File: src/design/dtq_pkg.sv
// ----------------------------------------------------------------------------
// dtq_pkg: shared types, constants and functions
// Widths, CORDIC tables and gain constants for the direction to quaternion
// pipeline.
// ----------------------------------------------------------------------------
package dtq_pkg;

  localparam int FRAC_BITS     = 14;
  localparam int CORDIC_STAGES = 16;

  // datapath and angle widths (one turn = 2^32)
  localparam int W  = 36;
  localparam int AW = 34;
  localparam int NW = 30;  // normalized input components

  localparam logic signed [AW-1:0] ANG_QUARTER = AW'(64'sd1 << 30);
  localparam logic signed [AW-1:0] ANG_HALF    = AW'(64'sd1 << 31);
  localparam logic signed [AW-1:0] ANG_TURN    = AW'(64'sd1 << 32);
  localparam logic signed [39:0]   ONE_Q30     = 40'sd1 << 30;

  // atan(2^-i) in binary angle units
  localparam logic signed [AW-1:0] ARC_TABLE [32] = '{
    34'sd536870912, 34'sd316933406, 34'sd167458907, 34'sd85004756,
    34'sd42667331, 34'sd21354465, 34'sd10679838, 34'sd5340245,
    34'sd2670163, 34'sd1335087, 34'sd667544, 34'sd333772, 34'sd166886,
    34'sd83443, 34'sd41722, 34'sd20861, 34'sd10430, 34'sd5215, 34'sd2608,
    34'sd1304, 34'sd652, 34'sd326, 34'sd163, 34'sd81, 34'sd41, 34'sd20,
    34'sd10, 34'sd5, 34'sd3, 34'sd1, 34'sd1, 34'sd0};

  // bit-pair integer square root, evaluated at elaboration
  function automatic logic [63:0] root64(input logic [63:0] n);
    logic [63:0] res;
    logic [63:0] rem;
    logic [63:0] bitv;
    res  = '0;
    rem  = n;
    bitv = 64'd1 << 62;
    for (int i = 0; i < 32; i++) begin
      if (rem >= res + bitv) begin
        rem = rem - (res + bitv);
        res = (res >> 1) + bitv;
      end else begin
        res = res >> 1;
      end
      bitv = bitv >> 2;
    end
    return res;
  endfunction

  // CORDIC gain in Q30
  function automatic logic [63:0] gain_q30();
    logic [63:0] k2;
    k2 = 64'd1 << 30;
    for (int i = 0; i < CORDIC_STAGES; i++) begin
      k2 = k2 + (k2 >> ((2 * (i % 32)) % 64));
    end
    return root64(k2 << 30);
  endfunction

  localparam logic [63:0] GAIN    = gain_q30();
  localparam logic [63:0] GAIN_INV = ((64'd1 << 60) + GAIN / 2) / GAIN;
  localparam logic signed [31:0] K_Q30    = 32'(GAIN);
  localparam logic signed [W-1:0] KINV_Q30 = W'(GAIN_INV);

  // output scaling
  localparam int OSH = 30 - FRAC_BITS;
  localparam logic signed [39:0] OUT_ROUND = (OSH > 0) ? (40'sd1 <<< (OSH - 1)) : 40'sd0;
  localparam logic signed [39:0] OUT_LIM   = 40'sd1 <<< FRAC_BITS;

  typedef enum logic [1:0] {
    CLS_NORMAL,
    CLS_ZERO,
    CLS_SAME,
    CLS_OPP
  } cls_e;

  typedef struct packed {
    logic signed [W-1:0]  a;
    logic signed [W-1:0]  b;
    logic signed [AW-1:0] ang;
  } cord_t;

  typedef struct packed {
    cls_e                 cls;
    logic signed [AW-1:0] aux;
  } side_t;

  // vectoring pre-turn: bring the vector into the right half plane
  function automatic cord_t vec_pre(input logic signed [W-1:0] a,
                                    input logic signed [W-1:0] b);
    cord_t r;
    r.a   = a;
    r.b   = b;
    r.ang = '0;
    if (a[W-1]) begin
      if (!b[W-1]) begin
        r.a   = b;
        r.b   = -a;
        r.ang = ANG_QUARTER;
      end else begin
        r.a   = -b;
        r.b   = a;
        r.ang = -ANG_QUARTER;
      end
    end
    return r;
  endfunction

  // rotation pre-turn: wrap, then fold into [-quarter, quarter]
  function automatic cord_t rot_pre(input logic signed [AW-1:0] ang_in);
    cord_t r;
    logic signed [AW-1:0] ang;
    ang = ang_in;
    if (ang > ANG_HALF) ang = ang - ANG_TURN;
    if (ang < -ANG_HALF) ang = ang + ANG_TURN;
    r.a = KINV_Q30;
    r.b = '0;
    if (ang > ANG_QUARTER) begin
      r.a = '0;
      r.b = KINV_Q30;
      ang = ang - ANG_QUARTER;
    end else if (ang < -ANG_QUARTER) begin
      r.a = '0;
      r.b = -KINV_Q30;
      ang = ang + ANG_QUARTER;
    end
    r.ang = ang;
    return r;
  endfunction

  // Q30 to output format: round half up, saturate, keep 16 bits
  function automatic logic [15:0] to_out(input logic signed [39:0] v);
    logic signed [39:0] t;
    t = (v + OUT_ROUND) >>> OSH;
    if (t > OUT_LIM) t = OUT_LIM;
    if (t < -OUT_LIM) t = -OUT_LIM;
    return t[15:0];
  endfunction

  localparam logic [15:0] OUT_ONE = to_out(ONE_Q30);

endpackage

File: src/design/dtq_front.sv
// ----------------------------------------------------------------------------
// dtq_front: classify and normalize
// Three stages: capture, squares and magnitude, then the zero and nearly
// parallel tests and the shift that puts the leading bit of the largest magnitude at 2^28.
// ----------------------------------------------------------------------------
module dtq_front (
  input  logic                          clk_i,
  input  logic                          rst_ni,
  input  logic                          en_i,
  input  logic                          valid_i,
  input  logic signed [15:0]            dir_x_i,
  input  logic signed [15:0]            dir_y_i,
  input  logic signed [15:0]            dir_z_i,
  output logic                          valid_o,
  output logic signed [dtq_pkg::NW-1:0] xs_o,
  output logic signed [dtq_pkg::NW-1:0] ys_o,
  output logic signed [dtq_pkg::NW-1:0] zs_o,
  output dtq_pkg::cls_e                 cls_o
);

  localparam int NW = dtq_pkg::NW;

  // stage 0: capture
  logic               v0_q, v1_q, v2_q;
  logic signed [15:0] x0_q, y0_q, z0_q;
  // stage 1: squares, magnitude
  logic signed [15:0] x1_q, y1_q, z1_q;
  logic [30:0]        x2_q, y2_q, z2_q;
  logic [15:0]        m1_q;
  logic               zero1_q;
  logic signed [31:0] sqx, sqy, sqz;
  logic [15:0]        ax, ay, az, m_d;
  // stage 2
  logic [31:0]        s2;
  logic [32:0]        l2;
  logic [32:0]        scaled;
  logic               par;
  logic [4:0]         msb;
  logic [4:0]         sh;
  dtq_pkg::cls_e      cls_d, cls_q;
  logic signed [NW-1:0] xs_q, ys_q, zs_q;

  always_ff @(posedge clk_i or negedge rst_ni) begin
    if (!rst_ni) begin
      v0_q <= 1'b0;
      v1_q <= 1'b0;
      v2_q <= 1'b0;
    end else if (en_i) begin
      v0_q <= valid_i;
      v1_q <= v0_q;
      v2_q <= v1_q;
    end
  end

  // squares and largest magnitude
  always_comb begin
    sqx = x0_q * x0_q;
    sqy = y0_q * y0_q;
    sqz = z0_q * z0_q;
    ax  = x0_q[15] ? 16'(-x0_q) : 16'(x0_q);
    ay  = y0_q[15] ? 16'(-y0_q) : 16'(y0_q);
    az  = z0_q[15] ? 16'(-z0_q) : 16'(z0_q);
    m_d = ax;
    if (ay > m_d) m_d = ay;
    if (az > m_d) m_d = az;
  end

  // parallel test s2 * 1e8 < l2, only possible for small s2
  always_comb begin
    s2     = 32'(x2_q) + 32'(y2_q);
    l2     = 33'(s2) + 33'(z2_q);
    scaled = 33'(s2[5:0]) * 33'd100000000;
    par    = (s2 < 32'd43) && (scaled < l2);
    msb    = '0;
    for (int i = 0; i < 16; i++) begin
      if (m1_q[i]) msb = 5'(i);
    end
    sh = 5'd28 - msb;
    if (zero1_q) begin
      cls_d = dtq_pkg::CLS_ZERO;
    end else if (par) begin
      cls_d = z1_q[15] ? dtq_pkg::CLS_SAME : dtq_pkg::CLS_OPP;
    end else begin
      cls_d = dtq_pkg::CLS_NORMAL;
    end
  end

  always_ff @(posedge clk_i) begin
    if (en_i) begin
      x0_q    <= dir_x_i;
      y0_q    <= dir_y_i;
      z0_q    <= dir_z_i;
      x1_q    <= x0_q;
      y1_q    <= y0_q;
      z1_q    <= z0_q;
      x2_q    <= sqx[30:0];
      y2_q    <= sqy[30:0];
      z2_q    <= sqz[30:0];
      m1_q    <= m_d;
      zero1_q <= (x0_q == '0) && (y0_q == '0) && (z0_q == '0);
      xs_q    <= NW'(x1_q) <<< sh;
      ys_q    <= NW'(y1_q) <<< sh;
      zs_q    <= NW'(z1_q) <<< sh;
      cls_q   <= cls_d;
    end
  end

  assign valid_o = v2_q;
  assign xs_o    = xs_q;
  assign ys_o    = ys_q;
  assign zs_o    = zs_q;
  assign cls_o   = cls_q;

endmodule

File: config.mk
export PLATFORM = sky130hd
export DESIGN_NAME = dtq_front
export DESIGN_NICKNAME = d
export VERILOG_FILES = /design/src/design/dtq_pkg.sv /design/src/design/dtq_front.sv
export SDC_FILE = /design/constraint.sdc
export NUM_CORES = 2
export LEC_CHECK = 0
export BUFFER_PORTS_ARGS = -buffer_cell sky130_fd_sc_hd__buf_2
export CORE_MARGIN = 4
export CORE_UTILIZATION = 65
export CTS_CLUSTER_DIAMETER = 50
export CTS_CLUSTER_SIZE = 8
export DETAILED_ROUTE_END_ITERATION = 10
export HOLD_SLACK_MARGIN = 0.12
export PLACE_DENSITY_LB_ADDON = 0.25
export SYNTH_ARGS = -nofsm -noshare
export SYNTH_HDL_FRONTEND = slang
export SYNTH_SLANG_ARGS = --single-unit
File: constraint.sdc
create_clock -name clk_i -period 21.2 [get_ports clk_i]
set_clock_uncertainty 0.1 [all_clocks]
set_input_delay 4.24 -clock clk_i [delete_from_list [all_inputs] [get_ports clk_i]]
set_output_delay 4.24 -clock clk_i [all_outputs]
set_load 0.02 [all_outputs]
==> flow_metrics.py <==
metrics = {
    "clock_network": {
        "clockBufferDepth": 3,
        "cts_tree": "yes",
        "cts-buffers-inserted": 53,
        "clock_latency_ns": 0.62,
        "clk_pin_slew_ns": 0.05,
        "cts_hold_buf": 0,
        "postCtsResizedCells": 0,
        "post-cts-setup-buffers": 0,
        "root_buffer": "clkbuf_16",
        "htreeDepth": 2,
        "cts_sinks": 294,
    },
    "detailed_routing": {
        "drc_errors": 0,
        "drt_iter0_markers": 2618,
        "detail_route.wl_per_cell_um": 19.5,
        "wl_um": 111000,
        "ant_nets": 0,
        "firstDrtPassIters": 6,
        "vias": 33300,
        "via_per_inst": 5.88,
    },
    "global_routing": {
        "grt.overflow.total": 0,
        "first_global_vias": 34500,
        "grt_max_degree": 104,
        "antenna_found_initial": 2,
        "grt_first_pass_wirelength_um": 181000,
        "grt_use_total": 0.308,
    },
    "place": {
        "place_worst_setup_slack_ns": 12.03,
        "placed_cells": 5577,
        "io_buffer_count": 144,
        "gp_congestion": 0.967,
        "hpwl_um": 88400,
    },
    "sta": {
        "worst_slew_pin_slew_ns": 1.22,
        "fin_crit_ns": 9.28,
        "tns_ns": 0,
        "slew-limit-headroom": 0.188,
        "timing.final.crit_share": 0.438,
        "rsz0062_at_grt": "no",
        "setup-violations-final": 0,
        "setup_ws_ns": 11.92,
        "final-hold-violation-count": 0,
        "slew_violations": 0,
        "fmax_ghz": 0.108,
    },
    "synth": {
        "ys_seq_area_frac": 0.195,
        "synth_edf_count": 291,
        "syn_area_um2": 45200,
        "synthCells": 4576,
        "ys.flop_type": "edfxtp_1",
        "synthArstFlopShare": 0.0102,
        "ys_ff_latch": 294,
        "avgSynthCellArea_um2": 9.88,
        "ys.warnings.count": 0,
        "yosysUniqueCellTypes": 88,
    },
    "floorplanning": {
        "die_area_um2": 73900,
        "start_util": 0.657,
        "fp.coreArea_um2": 68800,
        "ios": 145,
        "die_width_um": 272,
        "die_y_um": 272,
        "num_rows": 96,
    },
    "critical_path": {
        "required_ns": 21.50,
        "setup.reg_to_reg.worst_slack_ns": 11.92,
        "setup.worst_path.class": "flip-flop to flip-flop",
        "critPathLaunchType": "flip-flop",
        "cp_slowest_stage_delay_ns": 0.62,
        "crit_path_end_kind": "flip-flop",
        "critPathMaxFanout": 6,
        "critical_path.slowest_cell": "a2111oi_0",
        "arrival_ns": 9.58,
    },
    "layout": {
        "nNetsFinal": 5887,
        "finalNonFillerCells": 5669,
        "fillers": 5169,
        "diodes": 0,
        "syn2layout_area_growth_pct": 7.73,
        "drive_gt1_frac": 0.0813,
        "final_util": 0.708,
    },
    "run": {
        "maxCapViolations": 0,
    },
    "min_path": {
        "hp-class": "flip-flop to flip-flop",
    },
    "run_status": {
        "outcome": "complete, no violations",
    },
}
[path summary, 6_finish.rpt]
check,start,to,cells after the start
worst max register to register,y2_q[2],cls_o[0],32
worst min register to register,v1_q,v1_q,1
worst max-delay path,y2_q[2],cls_o[0],32
min in group asynchronous,rst_ni,valid_o,1
worst min-delay path,v1_q,v1_q,1
max in group asynchronous,rst_ni,v1_q,1
[per-layer routing]
metal,wire length (µm),up-vias,track usage
met5,0,-,0
met4,4080,0,0.103
met3,9620,278,0.0543
met2,52700,1439,0.502
met1,44400,16500,0.426
li1,-,15100,-
[area by class of cell]
class | instances | area [µm²] | area share
timing repair buffer | 196 | 1120 | 0.0230
inverter | 1033 | 3880 | 0.0796
sequential | 294 | 8810 | 0.181
clock buffer | 69 | 1390 | 0.0285
clock inverter | 23 | 285 | 0.00586
tap | 931 | 1160 | 0.0239
multi-input combinational | 3123 | 32100 | 0.658
[synthesized netlist by cell type (19+ instances only)]
library cell,count,area (µm²)
fa_1,722,14500
ha_1,412,5150
nor2b_1,23,144
a21oi_1,162,811
inv_1,1018,3820
clkbuf_1,127,477
a21o_1,61,458
o21ai_0,107,536
mux2i_1,19,190
and3_1,19,119
mux4_2,40,901
o21a_1,39,293
and2_1,118,738
nor3_1,76,380
xnor2_1,159,1390
xor2_1,47,412
a211oi_1,51,383
o211ai_1,29,218
o31ai_1,48,360
nand3_1,55,275
o21bai_1,22,165
nand2_1,331,1240
nor2_1,261,980
a31oi_1,21,131
or2_2,33,206
nand4_1,21,131
edfxtp_1,291,8740
nand2b_1,26,163
[state kept, by name (all words and copies together) (netlist names)]
| register | count |
|---|---|
| cls_o | 2 |
| m1_q | 15 |
| v0_q | 1 |
| v1_q | 1 |
| valid_o | 1 |
| x0_q | 16 |
| x1_q | 16 |
| x2_q | 29 |
| xs_o | 30 |
| y0_q | 16 |
| y1_q | 16 |
| y2_q | 29 |
| ys_o | 30 |
| z0_q | 16 |
| z1_q | 16 |
| z2_q | 29 |
| zero1_q | 1 |
| zs_o | 30 |
[through the flow]
step	instance area, µm²	hold WS, ns
final	48700	0.401
after global routing	48700	0.418
after CTS	48700	0.403
after detailed placement	47000	0.392
after global placement	47000	0.387
after floorplan	45300	0.324
[worst max-delay path: cells and delay by family (launching register included)]
kind	cells	cell delay (ns)
buffers and inverters	5	0.54
AOI/OAI and AO/OA	13	3.30
adders and majority gates	8	2.89
DFF	1	0.32
xor gates and xnor gates	1	0.53
and+or+nand+nor	5	1.40
[kinds of logic (layout without fill, tap and decap cells)]
logic type / count (synthesis) / after routing / share of synthesized area
simple gates: 1024 / 1024 / 0.107
flops: 294 / 294 / 0.195
mux: 67 / 67 / 0.0261
fa+ha+maj: 1135 / 1135 / 0.434
xor+xnor: 206 / 206 / 0.0399
compound gates: 679 / 679 / 0.101
buf+inv: 1170 / 1321 / 0.0974
other cells: 1 / 12 / 0.0000829
[cell usage in the layout, fill, tap and decap left out, types with 107 or more instances in the layout]
cell type | Yosys | routed
xnor2_1 | 159 | 158
inv_1 | 1018 | 1018
nand2_1 | 331 | 331
fa_1 | 722 | 722
nor2_1 | 261 | 260
o21ai_0 | 107 | 107
ha_1 | 412 | 411
a21oi_1 | 162 | 162
and2_1 | 118 | 118
edfxtp_1 | 291 | 291
buf_2 | 2 | 143
Power is left out: the tool's default activity adds up to more than one toggle a clock period on the data nets, which glitch-free logic cannot reach.
